==> src/design/wim_pkg.sv <==
// types and constants shared by the windowed interval median block
// no dependencies; imported by wim_cell, wim_ctrl and the top level
`default_nettype none

package wim_pkg;

    localparam int TS_W      = 48;
    localparam int OCOUNT_W  = 7;
    localparam logic [OCOUNT_W-1:0] OCOUNT_MAX = 7'd127;

    // work register operation broadcast to every cell
    typedef enum logic [1:0] {
        OP_HOLD,
        OP_LOAD,
        OP_SORT,
        OP_SHIFT
    } wim_op_t;

    typedef enum logic [1:0] {
        ST_IDLE,
        ST_SORT,
        ST_SELECT,
        ST_DONE
    } wim_state_t;

    // controller to datapath
    typedef struct packed {
        wim_op_t op;
        logic    phase;        // parity of the current sort phase
        logic    hist_shift;   // new interval enters the history chain
        logic    ts_load;      // newest timestamp register takes the word
        logic    result_load;  // output register takes the median
        logic    busy;         // a query is in flight
    } wim_cmd_t;

endpackage

`default_nettype wire

==> src/design/wim_cell.sv <==
// one cell of the interval chain: a history register and a sort work register
// depends on wim_pkg; neighbors exchange data during sort and shift operations
`default_nettype none

module wim_cell (
    input  wire logic                    clk,
    input  wire logic                    rst_n,
    input  wire wim_pkg::wim_op_t        op,
    input  wire logic                    hist_shift,
    input  wire logic                    pair_right,
    input  wire logic                    pair_left,
    input  wire logic                    load_valid,
    input  wire logic [wim_pkg::TS_W-1:0] hist_in,
    input  wire logic [wim_pkg::TS_W-1:0] left_val,
    input  wire logic                    left_vld,
    input  wire logic [wim_pkg::TS_W-1:0] right_val,
    input  wire logic                    right_vld,
    output logic      [wim_pkg::TS_W-1:0] hist_out,
    output logic      [wim_pkg::TS_W-1:0] work_val,
    output logic                         work_vld
);
    import wim_pkg::*;

    logic [TS_W-1:0] hist_reg;
    logic [TS_W-1:0] work_reg;
    logic [TS_W-1:0] work_next;
    logic            vld_reg;
    logic            vld_next;
    logic [TS_W-1:0] partner_val;
    logic            partner_vld;
    logic            partner_lt;

    assign partner_val = pair_right ? right_val : left_val;
    assign partner_vld = pair_right ? right_vld : left_vld;
    // an empty slot sorts above everything
    assign partner_lt  = partner_vld && (!vld_reg || (partner_val < work_reg));

    always_comb
    begin
        work_next = work_reg;
        vld_next  = vld_reg;
        unique case (op)
            OP_HOLD:
            begin
                work_next = work_reg;
                vld_next  = vld_reg;
            end
            OP_LOAD:
            begin
                work_next = hist_reg;
                vld_next  = load_valid;
            end
            OP_SORT:
            begin
                // lower cell of a pair keeps the min, upper keeps the max
                if (pair_right)
                begin
                    work_next = partner_lt ? partner_val : work_reg;
                    vld_next  = partner_lt ? partner_vld : vld_reg;
                end
                else if (pair_left)
                begin
                    work_next = partner_lt ? work_reg : partner_val;
                    vld_next  = partner_lt ? vld_reg  : partner_vld;
                end
            end
            OP_SHIFT:
            begin
                work_next = right_val;
                vld_next  = right_vld;
            end
            default:
            begin
                work_next = work_reg;
                vld_next  = vld_reg;
            end
        endcase
    end

    always_ff @(posedge clk)
    begin
        if (hist_shift)
        begin
            hist_reg <= hist_in;
        end
        work_reg <= work_next;
    end

    always_ff @(posedge clk or negedge rst_n)
    begin
        if (!rst_n)
        begin
            vld_reg <= 1'b0;
        end
        else
        begin
            vld_reg <= vld_next;
        end
    end

    assign hist_out = hist_reg;
    assign work_val = work_reg;
    assign work_vld = vld_reg;

endmodule

`default_nettype wire

==> config.mk <==
export PLATFORM = sky130hd
export DESIGN_NAME = wim_cell
export DESIGN_NICKNAME = d
export VERILOG_FILES = /design/src/design/wim_pkg.sv /design/src/design/wim_cell.sv
export SDC_FILE = /design/constraint.sdc
export NUM_CORES = 1
export LEC_CHECK = 0
export BUFFER_PORTS_ARGS = -buffer_cell sky130_fd_sc_hd__buf_2
export CORE_AREA = 2 2 119 121
export CTS_BUF_LIST = sky130_fd_sc_hd__clkbuf_4 sky130_fd_sc_hd__clkbuf_8 sky130_fd_sc_hd__clkbuf_16
export DETAILED_ROUTE_END_ITERATION = 12
export DIE_AREA = 0 0 121 123
export HOLD_SLACK_MARGIN = 0.02
export PLACE_DENSITY = 0.77
export SLEW_MARGIN = 40
export SYNTH_ARGS = -nofsm -noshare
export SYNTH_HDL_FRONTEND = slang
export SYNTH_SLANG_ARGS = --single-unit
==> constraint.sdc <==
create_clock -name clk -period 6.1 [get_ports clk]
set_input_delay 1.525 -clock clk [delete_from_list [all_inputs] [get_ports clk]]
set_output_delay 1.525 -clock clk [all_outputs]
set_load 0.1 [all_outputs]
---- After elaboration in Yosys (flattened, before gate mapping) ----
Index checks and enable logic that the tools add are counted.
operators by class
  $add $sub $neg .......................... 0
  multiply operators ...................... 0
  div/mod/pow operators ................... 0
  magnitude comparators ................... 1
  eq/ne operators ......................... 6
  shifts and indexed selects .............. 0
  mux-type cells .......................... 12
  bitwise logic cells ..................... 1
  reduce and logical (&&, ||, !) cells .... 5
operators with widths
  kind                                           count
  two-way mux 48 bit                             5
  one-hot mux 48 bit (3 select lines)            1
  < comparator 48 bit                            1
  inequality test 3 bit, second input constant   3
  two-way mux 1 bit                              5
  == test 2 bit, second input constant           2
  AND reduction 4 bit                            1
  one-hot mux 1 bit (3 select lines)             1
  == test 2 x 1 -> 1 bit, second input constant  1
  zero test 2 bit                                1
  logical AND 1 bit                              1
  zero test 1 bit                                1
  logical OR 1 bit                               1
  inverter 1 bit                                 1
storage, ports and cells
  register bits ........................... 97
  latch bits .............................. 0
  memory bits (writable) .................. 0
  ROM bits ................................ 0
  input bits .............................. 154
  output and inout port bits .............. 97
  logic and storage cells ................. 28
  memories kept ........................... 0

---- Longest topological paths before layout ----
  depth after elaboration ................. 8
  depth in mapped cells ................... 13
  gate-level depth less buffers ........... 10

---- Least setup slack after synthesis ----
Ideal clock, no wire load.
  path kind ............................... input-to-reg
  from .................................... input port pair_right
  to ...................................... register vld_reg, in the netlist work_vld
  library setup time ...................... 0.082 ns
  arrival ................................. 8.167 ns
  data required time ...................... 6.018 ns
  setup slack ............................. -2.149 ns
  stages .................................. 12
  path buffers ............................ 3
  cell sequence ........................... buf_4 -> buf_2 -> buf_1 -> mux2_2 -> ha_1 -> and4_1 -> nand3_1 -> nor4_1 -> a41o_1 -> a222oi_1 -> o311ai_1 -> mux2_4
on the way
  word-level cells in the longest chain between the ends .. 6
  elaborated cells on any way between the ends .. 14
  those cells by class .................... 1 x order compare; 3 x eq/ne; 7 x mux; 3 x reduce/logical
RTL lines
  what                                    RTL line        text
  start: declaration                      wim_cell.sv:10  input wire logic pair_right,
  two-way mux 48 bit                      wim_cell.sv:33  assign partner_val = pair_right ? right_val : left_val;
  < comparator 48 bit                     wim_cell.sv:36  assign partner_lt = partner_vld && (!vld_reg || (partner_val < work_reg));
  logical OR 1 bit                        wim_cell.sv:36
  logical AND 1 bit                       wim_cell.sv:36
  inequality test 3 bit (no source line)  n/a
  AND reduction 4 bit (no source line)    n/a
  end signal: assignment                  wim_cell.sv:97  vld_reg <= vld_next;
  end: declaration                        wim_cell.sv:27  logic vld_reg;
Parallel ways exist; a longest one is shown, timed or not. The select of a mux whose other input is x is not followed.
A chain may end at the register's enable or synchronous reset.

---- Worst setup path after layout ----
  from .................................... input port pair_right
  to ...................................... register work_reg[25], in the netlist work_val[25] (enable)
on the way
  word-level cells in the longest chain between the ends .. 6
  elaborated cells on any way between the ends .. 9
  those cells by class .................... 1 x order compare; 3 x eq/ne; 2 x mux; 3 x reduce/logical
RTL lines
  what                                      RTL line        text
  two-way mux 48 bit                        wim_cell.sv:33
  < comparator 48 bit                       wim_cell.sv:36
  logical OR 1 bit                          wim_cell.sv:36
  logical AND 1 bit                         wim_cell.sv:36
  inequality test 3 bit (no source line)    n/a
  AND reduction 4 bit (no source line) (*)  n/a
  end signal: assignment                    wim_cell.sv:86  work_reg <= work_next;
  end: declaration                          wim_cell.sv:25  logic [TS_W-1:0] work_reg;
Mark *: on every way between the ends. The rest lies on a longest branch, timed or not.

==> impl_metrics.py <==
metrics = {
    "status": {
        "status": "finished clean",
    },
    "logic_synthesis": {
        "syn-num-nets": 738,
        "avgSynthCellArea_sq_um": 11.0,
        "netlist_instances": 537,
        "yosysWarnings": 0,
        "post_synth_num_cell_types": 37,
        "synth_area_sq_um": 5890,
        "yosys_register_bits": 97,
        "seq_area_frac_synth_pct": 49.4,
    },
    "cts": {
        "cts_buffers": 9,
        "cts_max_level": 3,
        "cts_tree": "done",
        "cts_root_buf": "clkbuf_16",
        "cts_resized": 0,
        "cts_setup_buffers": 0,
        "cts.clk_slew.worst_paths_ns": 0.06,
        "clkSinkCount": 97,
        "cts_buffer_depth": 2,
        "clkLatencyLatePin_ns": 0.35,
        "cts_hold_buf": 0,
    },
    "worst_setup_path": {
        "worst_path_most_repeated_cell": "o211ai_1",
        "critPathArrivalTime_ns": 4.98,
        "path_depth": 13,
        "critPathTopFamily": "compound AO/OA/AOI/OAI gates",
        "endpoint": "work_val[25]$_DFFE_PP_",
        "end_kind": "flop",
        "critical_path_buf_inv_count": 4,
        "cp-start-kind": "primary input",
        "path_cells": "buf_2 -> buf_4 -> mux2_2 -> ha_1 -> and3_1 -> a221o_1 -> a221oi_1 -> o211ai_1 -> a222oi_1 -> o211ai_1 -> o311ai_4 -> buf_6 -> buf_12",
        "crit_start": "pair_right",
        "worstSetupPathType": "in2reg",
        "max_stage_delay_ns": 0.50,
        "critPathSlowestCell": "a222oi_1",
        "r2r_cells": 11,
        "reg2reg_slack_ns": 2.74,
        "worstPathRequired_ns": 6.15,
        "r2r-end": "work_val[25]$_DFFE_PP_",
        "crit_fanout": 24,
        "crit-reg2reg-launch": "work_val[41]$_DFFE_PP_",
    },
    "timing": {
        "finalSetupViolations": 0,
        "post-route-period-util_pct": 80.9,
        "drv_slew": 0,
        "rsz0062_at_grt": "false",
        "slew_headroom_pct": 52.8,
        "whs_ns": 0.603,
        "fin_crit_ns": 4.94,
        "clock-skew-final_ns": 0.0100,
        "setup_tns_ns": 0,
        "tightest_slew_ns": 0.708,
        "timing.fmax_mhz": 203,
        "hold_viol_final": 0,
    },
    "floorplan": {
        "initial_core_util_pct": 43.3,
        "fp.dieH_um": 123,
        "design.core.area_sq_um": 13600,
        "die_x_um": 121,
        "die_area_sq_um": 14900,
        "io_pins": 251,
        "rows": 43,
    },
    "routing": {
        "route.detailed.wl_per_inst_um": 17.0,
        "drtAntennaViolNets": 0,
        "via_count": 4962,
        "viasPerCell": 5.15,
        "dr.pass1.iters": 4,
        "initialDrtViolationCount": 221,
        "drt_wl_total_um": 16400,
        "drc_errors": 0,
    },
    "power_and_ir_drop": {
        "p_leak_nw": 3.60,
        "power.total_mw": 2.30,
        "powerDensity_nw_per_um2": 300,
        "peakVddDrop_uv": 178,
    },
    "placement": {
        "place_inst": 948,
        "place_congestion": 0.816,
        "port_buffers": 250,
        "hpwl_um": 12300,
    },
    "global_routing": {
        "grt_usage_pct": 21.7,
        "grt_max_degree": 100,
        "grt_pass1_wl_um": 24500,
        "grt_pass1_vias": 4856,
        "grt-ovfl-total": 0,
        "antenna_found_initial": 0,
    },
    "finish": {
        "drive_above_1_share_pct": 41.3,
        "antenna_cells": 0,
        "fillers": 1191,
        "syn2layout_area_growth_pct": 30.3,
        "nets": 980,
        "layout.cells.non_filler": 964,
    },
    "flow_run": {
        "drv_cap": 0,
    },
    "hold_path": {
        "min_path_type": "reg2reg",
    },
}
[cells in the mapped netlist, drive strengths merged]
cell type   n  area (sq um)
a2111oi     2          23.8
o311ai      1          8.76
and4        2          17.5
buf         7          31.3
mux2       48           544
ha         47           588
nor3        1          5.00
nand3       5          25.0
a221oi      1          8.76
nor4        2          12.5
a41o        2          20.0
a211oi      4          30.0
clkbuf     20          75.1
and2        1          6.26
dfrtp       1          25.0
o21ai      54           270
or4         1          7.51
and3        1          6.26
mux2i       4          40.0
o211ai     51           383
inv        95           357
nor2       12          45.0
nand2       8          30.0
a221o       1          10.0
a21o        3          22.5
nand3b      1          7.51
nand4       4          25.0
edfxtp     96          2880
nand2b     47           294
a211o       2          17.5
a21oi      12          60.1
a222oi      1          10.0
[per-layer routing]
layer  vias to the layer above  wire (um)  GRT usage (%)  part of all wire, %
li1                       2424          -              -                    -
met1                      2329       6810           26.6                   42
met2                       188       8240           38.1                   50
met3                        21       1030           4.29                  6.3
met4                         0        304           7.92                  1.9
met5                         -          0              0                    0
[sequential cells by signal, indices dropped and copies added (netlist names)]
| signal | flops |
|---|---|
| hist_out | 48 |
| work_val | 48 |
| work_vld | 1 |
[power by group]
part	total, mW	switching, mW	internal, mW
registers	0.854	0.0378	0.816
clock network	0.572	0.245	0.327
logic	0.877	0.678	0.200
[placed cells by master (no fill, tap or decap), types with 2 or more instances in the layout]
cell,instances
and4_1,2
nand4_1,4
clkbuf_4,2
buf_4,3
clkinv_2,2
buf_12,2
a211oi_1,4
edfxtp_1,96
nor4_1,2
buf_6,4
nand2b_1,47
clkbuf_16,9
nor2_1,12
ha_1,47
nand3_1,5
mux2i_1,4
mux2_2,47
buf_2,249
o21ai_0,53
inv_1,95
nand2_1,8
a41o_1,2
a21oi_1,12
o211ai_1,51
a21o_1,3
a211o_1,2
[tightest hold or removal path: stages (launching register included)]
cell and delay, ns:
edfxtp_1 0.34, inv_1 0.04, o21ai_0 0.12
[kinds of logic after synthesis]
kind of cell / Yosys count / share of synthesized area, %
compound gates: 134 / 14.7
buf+inv: 122 / 7.86
flops: 97 / 49.4
simple gates: 85 / 8.18
mux: 52 / 9.92
fa+ha+maj: 47 / 9.99
[worst min path at each step]
stage	from	endpoint	cells after the start
after CTS	hist_out[31]$_DFFE_PP_	work_val[31]$_DFFE_PP_	2
after global routing	hist_out[44]$_DFFE_PP_	work_val[44]$_DFFE_PP_	2
after floorplan	hist_out[10]$_DFFE_PP_	work_val[10]$_DFFE_PP_	2
final	hist_out[20]$_DFFE_PP_	work_val[20]$_DFFE_PP_	2
after detailed placement	hist_out[31]$_DFFE_PP_	work_val[31]$_DFFE_PP_	2
after global placement	hist_out[28]$_DFFE_PP_	work_val[28]$_DFFE_PP_	2
[area by class of cell]
type                       count  area [sq um]  area share (%)
clock inverter                 5          56.3           0.733
clock buffer                  11           240            3.13
inverter                      95           357            4.65
timing repair buffer         258          1350            17.6
tap                          180           225            2.93
multi-input combinational    318          2540            33.0
sequential                    97          2910            37.9
[through the flow]
stage                     worst slack (ns)  cell area, sq um  utilization, %
after floorplan                      0.432              5910               -
after global placement               0.769              7350            54.0
after detailed placement             0.811              7380            54.2
after CTS                             1.18              7680            56.4
after global routing                 0.942              7680            56.4
final                                 1.16              7680            56.4
Power figures use the tool's default switching activity.
