File: src/design/wim_pkg.sv
// types and constants shared by the windowed interval median block
// no dependencies; imported by wim_cell, wim_ctrl and the top level
`default_nettype none

package wim_pkg;

    localparam int TS_W      = 48;
    localparam int OCOUNT_W  = 7;
    localparam logic [OCOUNT_W-1:0] OCOUNT_MAX = 7'd127;

    // work register operation broadcast to every cell
    typedef enum logic [1:0] {
        OP_HOLD,
        OP_LOAD,
        OP_SORT,
        OP_SHIFT
    } wim_op_t;

    typedef enum logic [1:0] {
        ST_IDLE,
        ST_SORT,
        ST_SELECT,
        ST_DONE
    } wim_state_t;

    // controller to datapath
    typedef struct packed {
        wim_op_t op;
        logic    phase;        // parity of the current sort phase
        logic    hist_shift;   // new interval enters the history chain
        logic    ts_load;      // newest timestamp register takes the word
        logic    result_load;  // output register takes the median
        logic    busy;         // a query is in flight
    } wim_cmd_t;

endpackage

`default_nettype wire

File: src/design/wim_ctrl.sv
// sequencer for records and queries: fill tracking, sort phases, median shift-out
// depends on wim_pkg; drives the cell chain through a wim_cmd_t
`default_nettype none

module wim_ctrl #(
    parameter int WINDOW = 128
) (
    input  wire logic                       clk,
    input  wire logic                       rst_n,
    input  wire logic                       in_valid,
    input  wire logic                       in_query,
    input  wire logic                       out_free,
    output logic                            in_ready,
    output wim_pkg::wim_cmd_t               cmd,
    output logic      [$clog2(WINDOW)-1:0]  count
);
    import wim_pkg::*;

    localparam int N     = WINDOW - 1;
    localparam int CNT_W = $clog2(WINDOW);
    localparam logic [CNT_W-1:0] LAST_PHASE = CNT_W'(N - 1);
    localparam logic [CNT_W-1:0] FULL_COUNT = CNT_W'(N);

    wim_state_t       state_reg;
    wim_state_t       state_next;
    logic             have_ts_reg;
    logic [CNT_W-1:0] count_reg;
    logic [CNT_W-1:0] phase_reg;
    logic [CNT_W-1:0] shift_reg;
    logic             accept;
    logic             accept_record;
    logic             accept_query;

    // ready depends on the state alone
    assign in_ready      = (state_reg == ST_IDLE);
    assign accept        = in_valid && in_ready;
    assign accept_record = accept && !in_query;
    assign accept_query  = accept && in_query;

    always_comb
    begin
        state_next = state_reg;
        unique case (state_reg)
            ST_IDLE:
            begin
                if (accept_query)
                begin
                    state_next = ST_SORT;
                end
            end
            ST_SORT:
            begin
                if (phase_reg == LAST_PHASE)
                begin
                    state_next = ST_SELECT;
                end
            end
            ST_SELECT:
            begin
                if (shift_reg == '0)
                begin
                    state_next = ST_DONE;
                end
            end
            ST_DONE:
            begin
                if (out_free)
                begin
                    state_next = ST_IDLE;
                end
            end
            default:
            begin
                state_next = ST_IDLE;
            end
        endcase
    end

    always_comb
    begin
        cmd.op          = OP_HOLD;
        cmd.phase       = phase_reg[0];
        cmd.hist_shift  = 1'b0;
        cmd.ts_load     = 1'b0;
        cmd.result_load = 1'b0;
        cmd.busy        = 1'b1;
        unique case (state_reg)
            ST_IDLE:
            begin
                cmd.busy       = 1'b0;
                cmd.ts_load    = accept_record;
                cmd.hist_shift = accept_record && have_ts_reg;
                cmd.op         = accept_query ? OP_LOAD : OP_HOLD;
            end
            ST_SORT:
            begin
                cmd.op = OP_SORT;
            end
            ST_SELECT:
            begin
                cmd.op = (shift_reg != '0) ? OP_SHIFT : OP_HOLD;
            end
            ST_DONE:
            begin
                cmd.result_load = out_free;
            end
            default:
            begin
                cmd.op = OP_HOLD;
            end
        endcase
    end

    always_ff @(posedge clk or negedge rst_n)
    begin
        if (!rst_n)
        begin
            state_reg   <= ST_IDLE;
            have_ts_reg <= 1'b0;
            count_reg   <= '0;
            phase_reg   <= '0;
            shift_reg   <= '0;
        end
        else
        begin
            state_reg <= state_next;
            if (accept_record)
            begin
                have_ts_reg <= 1'b1;
                if (have_ts_reg && (count_reg != FULL_COUNT))
                begin
                    count_reg <= count_reg + 1'b1;
                end
            end
            if (accept_query)
            begin
                phase_reg <= '0;
                shift_reg <= count_reg >> 1;
            end
            else if (state_reg == ST_SORT)
            begin
                phase_reg <= phase_reg + 1'b1;
            end
            else if ((state_reg == ST_SELECT) && (shift_reg != '0))
            begin
                shift_reg <= shift_reg - 1'b1;
            end
        end
    end

    assign count = count_reg;

endmodule

`default_nettype wire

File: config.mk
export PLATFORM = sky130hd
export DESIGN_NAME = wim_ctrl
export DESIGN_NICKNAME = d
export VERILOG_FILES = /design/src/design/wim_pkg.sv /design/src/design/wim_ctrl.sv
export SDC_FILE = /design/constraint.sdc
export NUM_CORES = 1
export LEC_CHECK = 0
export ABC_CLOCK_PERIOD_IN_PS = 5600
export BUFFER_PORTS_ARGS = -buffer_cell sky130_fd_sc_hd__buf_2
export CAP_MARGIN = 20
export CELL_PAD_IN_SITES_DETAIL_PLACEMENT = 0
export CELL_PAD_IN_SITES_GLOBAL_PLACEMENT = 2
export CORE_ASPECT_RATIO = 0.9
export CORE_MARGIN = 2
export CORE_UTILIZATION = 30
export CTS_CLUSTER_DIAMETER = 150
export DETAILED_ROUTE_END_ITERATION = 10
export GPL_TIMING_DRIVEN = 0
export PLACE_DENSITY = 0.77
export SLEW_MARGIN = 25
export SYNTH_ARGS = -nofsm -noshare
export SYNTH_HDL_FRONTEND = slang
export SYNTH_SLANG_ARGS = --single-unit
File: constraint.sdc
create_clock -name clk -period 5.6 [get_ports clk]
set_input_delay 0.28 -clock clk [delete_from_list [all_inputs] [get_ports clk]]
set_output_delay 0.28 -clock clk [all_outputs]
set_load 0.01 [all_outputs]
# Word-level counts from Yosys, hierarchy flattened
# Index checks and enable logic that the tools add are counted.
op_classes:
  n_addsub: 3
  eq_ne: 10
  muxes: 16
  reduce_logical: 15
op_table:
  columns: ["cell", "count"]
  rows:
  - ["2-to-1 mux 7 bit", 5]
  - ["adder 7 x 1 -> 7 bit (second input constant)", 2]
  - ["2-to-1 mux 2 bit", 6]
  - ["inequality test 2 bit (second input constant)", 4]
  - ["case mux 2 bit (4 select lines)", 1]
  - ["== test 7 bit (second input constant)", 1]
  - ["logical NOT 7 bit", 1]
  - ["inequality test 7 bit (second input constant)", 1]
  - ["nonzero test 7 bit", 1]
  - ["subtractor 7 x 1 -> 7 bit (second input constant)", 1]
  - ["logical AND 1 bit", 6]
  - ["case mux 2 bit (3 select lines)", 1]
  - ["== test 2 bit (second input constant)", 2]
  - ["AND reduction 2 bit", 2]
  - ["AND reduction 4 bit", 1]
  - ["nonzero test 2 bit", 2]
  - ["2-to-1 mux 1 bit", 3]
  - ["== test 2 x 1 -> 1 bit (second input constant)", 1]
  - ["logical NOT 2 bit", 1]
  - ["inequality test 2 x 1 -> 1 bit (second input constant)", 1]
  - ["logical NOT 1 bit", 1]
word_totals:
  regBits: 24
  output_inout_bits: 15

# Longest topological paths before layout
# Gate-level depths: netlist of run 1.
depth:
  depth_word: 5
  ltp_mapped: 8
  depth_no_buf: 6

# Worst setup path after synthesis of run 1
# No wires, ideal clock.
synth_path:
  path_kind: "flip-flop to flip-flop"
  from: "reg state_reg[0]"
  to: "reg shift_reg[2]"
  setup_ns: 0.078
  arrival_time_ns: 1.800
  setup_slack_ns: 3.722
  stages_incl_launch_ff: 9
  path_buffers: 2
  period_less_slack_ns: 1.878
  cell_sequence: "dfrtp_1 -> inv_1 -> ha_1 -> and3_1 -> clkbuf_1 -> buf_1 -> nand2_1 -> o31ai_1 -> o2bb2ai_1"
synth_between:
  elab_chain_cells: 5
synth_lines:
  columns: ["element", "line", "source"]
  rows:
  - ["from (decl)", "wim_ctrl.sv:24", "wim_state_t state_reg;"]
  - ["from (signal assigned)", "wim_ctrl.sv:126", "state_reg <= state_next;"]
  - ["logical NOT 2 bit (*)", "wim_ctrl.sv:35", "assign in_ready = (state_reg == ST_IDLE);"]
  - ["named net in_ready", "wim_ctrl.sv:13", "output logic in_ready,"]
  - ["logical AND 1 bit (*)", "wim_ctrl.sv:36", "assign accept = in_valid && in_ready;"]
  - ["logical AND 1 bit (*)", "wim_ctrl.sv:38", "assign accept_query = accept && in_query;"]
  - ["inequality test 2 bit (no line) / nonzero test 2 bit (equally long branches)", null, null]
  - ["AND reduction 2 bit (no line)", null, null]
  - ["to (signal assigned)", "wim_ctrl.sv:138", "shift_reg <= count_reg >> 1;"]
  - ["to (signal assigned)", "wim_ctrl.sv:146", "shift_reg <= shift_reg - 1'b1;"]
  - ["to (decl)", "wim_ctrl.sv:29", "logic [CNT_W-1:0] shift_reg;"]
# The timed path passes the listed nets; every way through them passes the cells marked *.
# A chain may end at the register's enable or synchronous reset.

==> results of run 1 <==
[final timing paths]
kind	to	from	cells past startpoint	slack, ns
max	cmd[5]	state_reg[0]	6	3.34
max in group asynchronous	count[6]	rst_n	1	5.25
max reg2reg	shift_reg[2]	state_reg[0]	8	3.37
min in group clk	have_ts_reg	in_query	3	0.42
min	phase_reg[1]	rst_n	1	-0.01
min reg2reg	have_ts_reg	have_ts_reg	1	0.48
[metrics by stage]
step | worst slack (ns) | instance area, um^2
6_report | 3.34 | 1600
5_1_grt | 3.07 | 1600
4_1_cts | 3.32 | 1600
3_5_place_dp | 3.39 | 1550
3_3_place_gp | 3.43 | 1550
2_1_floorplan | 3.72 | 1370
[where the power goes]
group	internal (mW)	switching, mW	total (mW)
registers	0.173	0	0.173
logic	0.00123	0.00446	0.00570
clock network	0.0628	0.0568	0.120
total	0.237	0.0612	0.298
[routing by layer]
metal	track usage (%)	vias to the layer above
li1	-	539
met1	19.3	509
met2	19.9	27
met3	3.53	2
met4	2.19	0
met5	0	-
[synth_stat cells, drive strengths merged, types with 2 or more instances]
cell	n	area, um^2
nand2	11	41.3
clkbuf	4	15.0
or3	3	20.0
a21oi	8	40.0
and3	3	18.8
o21ai	6	41.3
xnor2	5	43.8
mux2i	3	30.0
inv	10	37.5
dfrtp	24	601
a2bb2oi	2	17.5
nand4	6	37.5
xor2	4	35.0
buf	2	11.3
ha	9	113
mux2	2	22.5
o31ai	2	15.0
nand3	2	15.0
nor2	11	41.3
a211oi	4	30.0
[cell families after synthesis]
| group | count (synthesis) | share of synthesized area [%] |
|---|---|---|
| compound gates | 34 | 18.0 |
| xor+xnor | 9 | 5.74 |
| fa+ha+maj | 9 | 8.20 |
| buf+inv | 16 | 4.64 |
| flops | 24 | 43.7 |
| mux | 5 | 3.83 |
| simple gates | 42 | 15.8 |
[final cells by class]
cell class / instances / area share [%]
Timing Repair Buffer: 19 / 5.94
Tap cell: 62 / 4.84
Sequential cell: 24 / 37.5
Clock buffer: 4 / 3.44
Inverter: 10 / 2.34
Buffer: 6 / 1.64
Multi-Input combinational cell: 99 / 44.3
==> impl_results.md, run 1 <==
* Average routed wire per standard cell at 13.6 um
* Hold violation total from the final report at 24
* Rows at 23
* TritonCTS Sinks at 24
* Worst skew pair latency at 0.27 ns
* Slowest library cell on the worst path: dfrtp_1
* Area growth from synthesis to layout at 16.6%
* Commonest non-fill, non-tap cell in the layout: dfrtp_1
* # diodes at 0
* Leak Pwr at 0.729 nW
* Mapped Nets at 153
* I/O Buffers at 19
* Slew margin rel. at 57.3%
* DR vias at 1077
* RSZ-0062 raised after global routing: no
* H-tree Lvls at 1
* Buf+Inv Stages, Crit Path at 3
* Worst setup SP type: flop
* Sequential fraction of the synthesis area at 43.7%
* Chip Width at 75.3 um
* Pwr dens at 186 mW/mm^2
* Initial Utilization at 31.0%
* Fin util at 36.1%
* Placed insts at 220
* Syn Std Cell Area at 0.00137 mm^2
* Avg Synthesized Cell Area at 9.88 um^2
* Max cap viols at 0
* First-pass GRT wire length at 5.08 mm
* EDFF count, synth at 0
* CTS buffer count at 3
* Metal3 WL at 144 um
* Fmax at 0.442 GHz
* Setup Viol. Count Final at 0
* Total die area at 0.00514 mm^2
* Share of cells above drive strength 1 at 21.0%
* Final wirelength at 3.05 mm
* # nets final at 177
* Worst path required time at 5.32 ns
* Fin cells at 224
* Fin. max-slew vios at 0
* DR iter-0 viols at 43
* # Post-CTS Setup Buffers at 0
* Main synth FF type: dfrtp_1
* Post-CTS resize count at 0
* Max incr delay on CP at 0.41 ns
* Final Total Pwr at 0.298 mW
* Final Cycle Share at 40.4%
* Status: finished with violations
* Failing checks: hold timing
* DP HPWL at 2.24 mm
* Initial antenna violation count at 0
* Total gr overflow at 0
* Minimum clock period at 2.26 ns
* Initial DRT Pass Iterations at 4
* Most frequent cells in the layout: dfrtp_1, buf_2, nand2_1, nor2_1, inv_1
* Worst-margin pin slew at 0.625 ns
* Hold_ws at -0.0128 ns
* Core Area at 0.00443 mm^2
* Vias in the first global route at 1007
* Residual DRC at 0
* Post-CTS Hold Fix Bufs at 0
* Routed vias/inst at 4.81
* Metal-1 WL at 1.54 mm
* GRT Util Overall at 13.2%
* Setup TNS at 0 ns
* Hold/Removal Path Class: in2async
* #FFs+latches synth at 24
* Post-route antenna net violation count at 0
* Fill cells at 484
* Multi-input logic area at 709 um^2
* CP delay by family, top: buffers and inverters
* VDD IR max at 140 uV
* Synth async-reset ratio at 100%
* Synthesized instance count at 139
* Crit-path max FO at 10
* Max layer used: met4
* Clock Tree Root: clkbuf_8
* Final GP Congestion at 0.778
* Die Y at 68.2 um
* Arrival @ worst endpoint at 1.98 ns
* Yosys cell types at 42
* CP cell instances: inv_1 > ha_1 > nand3_1 > clkbuf_1 > a21oi_1 > buf_2
* Maximum clock insertion buffer count at 2
* Yosys Warn Count at 0
* Clock slew at reported path FFs at 0.09 ns
* Endpoint class of the critical path: primary output
* CP Class: reg2out
* Register Area at 601 um^2
* TritonCTS clock tree: built
* Largest net degree at the start of global routing at 25
* Metal2 WL at 1.35 mm
* Worst clock skew at 0.00122 ns
* IO Pins at 20
Note: power is estimated with default switching activity, not from simulation.
==> run 2, diff against run 1 <==
--- a/config.mk
+++ b/config.mk
@@ -5,7 +5,8 @@
 export SDC_FILE = /design/constraint.sdc
 export NUM_CORES = 1
 export LEC_CHECK = 0
-export ABC_CLOCK_PERIOD_IN_PS = 5600
+export ABC_AREA = 1
+export ABC_CLOCK_PERIOD_IN_PS = 2110
 export BUFFER_PORTS_ARGS = -buffer_cell sky130_fd_sc_hd__buf_2
 export CAP_MARGIN = 20
 export CELL_PAD_IN_SITES_DETAIL_PLACEMENT = 0
@@ -16,7 +17,7 @@
 export CTS_CLUSTER_DIAMETER = 150
 export DETAILED_ROUTE_END_ITERATION = 10
 export GPL_TIMING_DRIVEN = 0
-export PLACE_DENSITY = 0.77
+export PLACE_DENSITY = 0.82
 export SLEW_MARGIN = 25
 export SYNTH_ARGS = -nofsm -noshare
 export SYNTH_HDL_FRONTEND = slang
==> constraint.sdc (replaced) <==
create_clock -name clk -period 2.11 [get_ports clk]
set_input_delay 0.1055 -clock clk [delete_from_list [all_inputs] [get_ports clk]]
set_output_delay 0.1055 -clock clk [all_outputs]
set_load 0.01 [all_outputs]
==> run 2 against run 1 <==
Effect of this change: clock-buffer cell count unchanged; sequential share of layout area is 2.8 points lower; power rose to 7.8 times the previous value; utilization decreased by 0.15 points; the flow now finishes without violations; largest cell class unchanged; setup slack lost 3.1 ns; global-route usage fell by 0.93 points; critical endpoint unchanged; sequential cell count unchanged; design area is 8.0% higher; sequential power grew to 4.6 times the previous value; die area grew 7.8%; wire length increased by 1.9%.
==> impl_results.md, run 2 <==
* Area share of the largest cell type after synthesis at 40.4% (-3.3 points)
* H-tree Lvls at 1 (unchanged)
* Worst R2R Start: state_reg[0]
* Initial DRT Pass Iterations at 4 (unchanged)
* Die Y at 70.8 um (+3.8%)
* Routed vias/inst at 4.35 (-9.5%)
* Initial Utilization at 31.0% (-0.036 points)
* Worst reg2reg path endpoint: state_reg[0]
* Most frequent cells in the layout: nand2_1, inv_1, dfrtp_1
* #FFs+latches synth at 24 (unchanged)
* Post-route antenna net violation count at 0 (unchanged)
* Total gr overflow at 0 (unchanged)
* Critical Path Source: state_reg[0]
* Average routed wire per standard cell at 11.0 um (-19%)
* CP cell instances: inv_1 > ha_1 > nand3_2 > buf_6 > buf_6 > a21oi_1 > buf_2
* Placed insts at 277 (+26%)
* Synth cell count leaders: nand2_1, inv_1, dfrtp_1
* R2R setup slack at 0.45 ns (-2.92 ns)
* Mapped Nets at 207 (+35%)
* IO Pins at 20 (unchanged)
* # nets final at 232 (+31%)
* # Post-CTS Setup Buffers at 0 (unchanged)
* Slew margin rel. at 62.6% (+5.3 points)
* Residual DRC at 0 (unchanged)
* Final Cycle Share at 90.0%
* Setup Viol. Count Final at 0 (unchanged)
* Maximum clock insertion buffer count at 2 (unchanged)
* Worst skew pair latency at 0.27 ns (about the same)
* I/O Buffers at 19 (unchanged)
* Multi-input logic area at 728 um^2 (+2.6%)
* Fmax at 0.527 GHz
* Largest family of logic cells by synthesized area: simple AND/OR/NAND/NOR gates
* Leak Pwr at 0.913 nW (+25%)
* Multiplexer area fraction after synthesis at 0% (-3.8 points)
* CTS buffer count at 3 (unchanged)
* Final Total Pwr at 2.34 mW (+680%)
* Max incr delay on CP at 0.44 ns (+0.03 ns)
* Adder-Cell Fraction of Synth Area at 7.57% (-0.63 points)
* Chip Width at 78.2 um (+3.8%)
* Total die area at 0.00554 mm^2 (+7.8%)
* Final GP Congestion at 0.758 (-2.6%)
* Hold violation total from the final report at 0 (-100%)
* EDFF count, synth at 0 (unchanged)
* Worst path most repeated cell: buf_6
* DP HPWL at 2.28 mm (+1.6%)
* RSZ-0062 raised after global routing: no
* Status: finished clean
* Worst R2R Path Depth at 8 (unchanged)
* Area growth from synthesis to layout at 16.2%
* Synth top area cells: dfrtp_1, nand2_1, ha_1
* Cell with the most instances after synthesis: nand2_1
* DR iter-0 viols at 94 (+120%)
* Final wirelength at 3.11 mm (+1.9%)
* GRT Util Overall at 12.3% (-0.93 points)
* Worst setup path endpoint: cmd[5]
* Worst setup SP type: flop
* Largest net degree at the start of global routing at 25 (unchanged)
* Synth async-reset ratio at 100% (unchanged)
* Core Area at 0.00480 mm^2 (+8.4%)
* Synth Area in Simple Gates at 27.7% (+12 points)
* Register Area at 601 um^2 (unchanged)
* TritonCTS clock tree: built
* VDD IR max at 503 uV (+260%)
* CP Class: reg2out
* Hold/Removal Path Class: in2reg
* Xor/xnor share of the synthesized area at 3.53% (-2.2 points)
* Endpoint class of the critical path: primary output
* Commonest non-fill, non-tap cell in the layout: nand2_1
* Fill cells at 523 (+8.1%)
* Worst path required time at 2.00 ns (-3.32 ns)
* Yosys Warn Count at 0 (unchanged)
* Max cap viols at 0 (unchanged)
* Worst-margin pin slew at 0.560 ns (-0.0641 ns)
* Main synth FF type: dfrtp_1
* Slowest library cell on the worst path: dfrtp_1
* Sequential fraction of the synthesis area at 40.4% (-3.3 points)
* Compound-Gate Fraction of Synth Area at 10.2% (-7.9 points)
* Pwr dens at 1350 mW/mm^2 (+630%)
* Clock slew at reported path FFs at 0.09 ns (about the same)
* DR vias at 1227 (+14%)
* # diodes at 0 (unchanged)
* Synthesized instance count at 193 (+39%)
* Vias in the first global route at 1185 (+18%)
* Clock Tree Root: clkbuf_8
* Rows at 24 (+4.3%)
* Leading area contributor after synthesis: dfrtp_1
* Yosys cell types at 22 (-48%)
* Worst clock skew at 0.00128 ns (+0.0000633 ns)
* Minimum clock period at 1.90 ns
* Avg Synthesized Cell Area at 7.71 um^2 (-22%)
* Syn Std Cell Area at 0.00149 mm^2 (+8.3%)
* Initial antenna violation count at 0 (unchanged)
* Fin. max-slew vios at 0 (unchanged)
* Arrival @ worst endpoint at 1.79 ns (-0.19 ns)
* Hold_ws at 0.124 ns (+0.137 ns)
* Fin cells at 282 (+26%)
* TritonCTS Sinks at 24 (unchanged)
* Crit-path max FO at 10 (unchanged)
* Setup TNS at 0 ns (unchanged)
* First-pass GRT wire length at 5.48 mm (+7.9%)
* Fin util at 36.0% (-0.15 points)
* Hold path cells at 3
* Share of cells above drive strength 1 at 18.0% (-3.0 points)
run 2: cell count changes after synthesis, sizes merged, moves of 3 or more:
cell / previous run / this run
clkbuf: 4 / 1
or3: 3 / 0
nor2: 11 / 15
o21ai: 6 / 20
xnor2: 5 / 2
nand3: 2 / 14
and3: 3 / 0
nand2: 11 / 53
mux2i: 3 / 0
inv: 10 / 30
a211oi: 4 / 0
run 2: cells by family (layout without fill, tap and decap cells):
logic type,after synthesis,count (layout)
AND/OR/NAND/NOR,91,91
flip-flops,24,24
buffers and inverters,35,59
XOR/XNOR,6,6
AO/OA/AOI/OAI,28,28
adder cells (fa/ha/maj),9,9
run 2: how the worst min path moves through the flow:
stage	startpoint	endpoint	slack, ns
2_1_floorplan	rst_n	count[0]	-0.19
3_3_place_gp	rst_n	state_reg[1]	0.14
3_5_place_dp	rst_n	state_reg[1]	0.15
4_1_cts	in_valid	have_ts_reg	0.11
5_1_grt	in_valid	have_ts_reg	0.14
6_report	in_valid	have_ts_reg	0.12
run 2: stage by stage:
stage | cell area (um^2) | setup slack, ns
2_1_floorplan | 1490 | 0.547
3_3_place_gp | 1660 | 0.475
3_5_place_dp | 1660 | 0.460
4_1_cts | 1730 | 0.172
5_1_grt | 1730 | 0.0248
6_report | 1730 | 0.212
run 2: final cells by class:
type | count | area share, %
Clock buffer | 4 | 3.18
Multi-Input combinational cell | 134 | 42.1
Buffer | 5 | 2.68
Timing Repair Buffer | 20 | 6.08
Sequential cell | 24 | 34.7
Inverter | 30 | 6.51
Tap cell | 65 | 4.70
run 2: worst max-delay path, delay by kind of cell, from the launching register on:
kind            cells  cell delay, ns
flops               1            0.44
compound gates      1            0.13
buf+inv             4            0.54
simple gates        1            0.12
fa+ha+maj           1            0.29
run 2: what timing repair did:
item,in CTS,in global routing
gates resized for setup,0,0
hold buffers,1,0
endpoints found under the hold margin,24,0
run 2: report_power, final:
group	internal (mW)	switching, mW
clock	0.167	0.152
sequential	0.622	0.173
combinational	0.493	0.731
total	1.28	1.06
run 2: layer usage:
metal	part of all wire, %	up-vias	global-route usage (%)
met5	0	-	0
met4	1.2	0	3.51
met3	2.9	5	1.91
met2	44	19	19.4
met1	52	545	17.5
li1	-	658	-
==> run 3, diff against run 2 <==
--- a/config.mk
+++ b/config.mk
@@ -6,7 +6,7 @@
 export NUM_CORES = 1
 export LEC_CHECK = 0
 export ABC_AREA = 1
-export ABC_CLOCK_PERIOD_IN_PS = 2110
+export ABC_CLOCK_PERIOD_IN_PS = 2400
 export BUFFER_PORTS_ARGS = -buffer_cell sky130_fd_sc_hd__buf_2
 export CAP_MARGIN = 20
 export CELL_PAD_IN_SITES_DETAIL_PLACEMENT = 0
@@ -17,7 +17,7 @@
 export CTS_CLUSTER_DIAMETER = 150
 export DETAILED_ROUTE_END_ITERATION = 10
 export GPL_TIMING_DRIVEN = 0
-export PLACE_DENSITY = 0.82
+export PLACE_DENSITY = 0.84
 export SLEW_MARGIN = 25
 export SYNTH_ARGS = -nofsm -noshare
 export SYNTH_HDL_FRONTEND = slang
==> constraint.sdc (replaced) <==
create_clock -name clk -period 2.4 [get_ports clk]
set_input_delay 0.12 -clock clk [delete_from_list [all_inputs] [get_ports clk]]
set_output_delay 0.12 -clock clk [all_outputs]
set_load 0.01 [all_outputs]
==> run 3 against run 2 <==
Effect of this change: die area did not move; sequential cell count unchanged; via count increased by 1.8%; utilization unchanged; cell count did not move; non-clock buffer count unchanged; clock skew up 0.0027 ns; clock power is 12% lower; design area unchanged; clock-buffer cell count unchanged; setup slack improved by 0.27 ns; wire length down 0.29%; largest cell class unchanged; highest routed layer unchanged.
==> impl_results.md, run 3 (synthesis results as in run 2) <==
* Status: finished clean
* Maximum clock insertion buffer count at 2 (unchanged)
* TritonCTS Sinks at 24 (unchanged)
* Total die area at 0.00554 mm^2 (unchanged)
* Final Cycle Share at 80.1%
* Fin. max-slew vios at 0 (unchanged)
* # Post-CTS Setup Buffers at 0 (unchanged)
* Chip Width at 78.2 um (unchanged)
* H-tree Lvls at 1 (unchanged)
* Area growth from synthesis to layout at 16.2% (unchanged)
* Clock share of power at 13.7% (about the same)
* Minimum clock period at 1.92 ns
* Initial DRT Pass Iterations at 4 (unchanged)
* Worst clock skew at 0.00402 ns (+0.00274 ns)
* Comb pwr share at 52.4% (about the same)
* Largest net degree at the start of global routing at 25 (unchanged)
* Worst skew pair latency at 0.27 ns (about the same)
* Worst path required time at 2.28 ns (+0.28 ns)
* Rows at 24 (unchanged)
* Post-route antenna net violation count at 0 (unchanged)
* Vias in the first global route at 1186 (+0.084%)
* I/O Buffers at 19 (unchanged)
* Endpoint class of the critical path: primary output
* Switch Pwr at 0.927 mW (-12%)
* CTS buffer count at 3 (unchanged)
* Initial antenna violation count at 0 (unchanged)
* Fmax at 0.520 GHz
* Pwr dens at 1190 mW/mm^2 (-12%)
* Hold violation total from the final report at 0 (unchanged)
* GRT Util Overall at 12.7% (+0.39 points)
* Die Y at 70.8 um (unchanged)
* Switching Fraction at 45.2% (about the same)
* DP HPWL at 2.30 mm (+0.66%)
* VDD IR max at 475 uV (-5.5%)
* Max cap viols at 0 (unchanged)
* Crit-path max FO at 10 (unchanged)
* Total gr overflow at 0 (unchanged)
* Setup WS pre-CTS at 0.727 ns (+0.266 ns)
* Setup slack after layout at 0.479 ns (+0.267 ns)
* First-pass GRT wire length at 5.71 mm (+4.2%)
* CP Class: reg2out
* Most frequent cells in the layout: nand2_1, inv_1, dfrtp_1
* Clock slew at reported path FFs at 0.09 ns (about the same)
* Buf+Inv Stages, Crit Path at 4 (unchanged)
* Routed vias/inst at 4.43 (+1.8%)
* RSZ-0062 raised after global routing: no
* Worst path most repeated cell: buf_6
* # nets final at 232 (unchanged)
* Share of cells above drive strength 1 at 18.0% (unchanged)
* TritonCTS clock tree: built
* CP cell instances: inv_1 > ha_1 > nand3_2 > buf_6 > buf_6 > a21oi_1 > buf_2
* Power Internal at 1.13 mW (-12%)
* IO Pins at 20 (unchanged)
* Slew margin rel. at 62.8% (+0.17 points)
* DR vias at 1249 (+1.8%)
* Setup TNS at 0 ns (unchanged)
* Worst-margin pin slew at 0.558 ns (-0.00253 ns)
* Leak Pwr at 0.913 nW (unchanged)
* Core Area at 0.00480 mm^2 (unchanged)
* Flop pwr share at 33.9% (about the same)
* Arrival @ worst endpoint at 1.80 ns (about the same)
* DR iter-0 viols at 69 (-27%)
* Commonest non-fill, non-tap cell in the layout: nand2_1
* Clock Tree Root: clkbuf_8
* Final wirelength at 3.10 mm (-0.29%)
* CP delay by family, top: buffers and inverters
* Worst setup SP type: flop
* Final GP Congestion at 0.750 (-1.0%)
* Hold/Removal Path Class: in2reg
* Residual DRC at 0 (unchanged)
* Slowest library cell on the worst path: dfrtp_1
* # diodes at 0 (unchanged)
* Setup Viol. Count Final at 0 (unchanged)
* Max incr delay on CP at 0.44 ns (about the same)
* Average routed wire per standard cell at 11.0 um (-0.29%)
* Initial Utilization at 31.0% (unchanged)
-- run 3: cell counts in the layout (fill, tap and decap cells not counted) --
No cell type changed its count.
-- run 3: layout make-up --
cell class,count,area [um^2]
inverters,30,113
repair buffers,20,105
fillers,546,3080
plain buffers,5,46.3
clock buffers,4,55.1
well taps,65,81.3
multi-input cells,134,728
flip-flops and latches,24,601
-- run 3: worst reg2reg max path, delay by kind of cell, from the launching register on --
family,cells,cell delay [ns]
AO/OA/AOI/OAI,2,0.18
adder cells (fa/ha/maj),1,0.30
buffers and inverters,2,0.26
flip-flops,1,0.44
AND/OR/NAND/NOR,3,0.38
-- run 3: worst paths after layout --
path | slack (ns) | depth (start not counted) | end | start
worst max register to register | 0.74 | 8 | state_reg[0] | state_reg[0]
max in group asynchronous | 1.65 | 2 | shift_reg[3] | rst_n
worst max-delay path | 0.48 | 7 | cmd[5] | state_reg[0]
worst min register to register | 0.47 | 2 | have_ts_reg | have_ts_reg
min in group asynchronous | 0.37 | 2 | state_reg[1] | rst_n
worst min-delay path | 0.14 | 3 | have_ts_reg | in_valid
-- run 3: power by group through the flow --
stage               clock network (mW)  logic [mW]  registers [mW]
floorplan                            0       0.810           0.691
global placement                     0        1.08           0.705
detailed placement                   0        1.09           0.707
CTS                              0.295        1.10           0.698
global route                     0.313        1.26           0.724
finish                           0.281        1.08           0.696
-- run 3: metrics by stage --
stage               util (%)  instances  area, um^2  power (mW)  hold WS (ns)
floorplan                  -        193        1490        1.50        -0.176
global placement        34.6        277        1660        1.79         0.152
detailed placement      34.6        277        1660        1.79         0.154
CTS                     36.0        282        1730        2.09         0.141
global route            36.0        282        1730        2.30         0.154
finish                  36.0        282        1730        2.05         0.139
-- run 3: layer usage --
layer | GRT usage (%) | vias to the layer above | routed length [um]
li1 | - | 660 | -
met1 | 18.9 | 564 | 1670
met2 | 19.4 | 20 | 1320
met3 | 1.91 | 5 | 71
met4 | 2.92 | 0 | 31
met5 | 0 | - | 0
-- run 3: repair_timing --
action,4_1_cts,5_1_grt
hold buffers,1,0
hold endpoints to repair,24,0
resized for setup,0,0
endpoints found under the setup margin,0,0
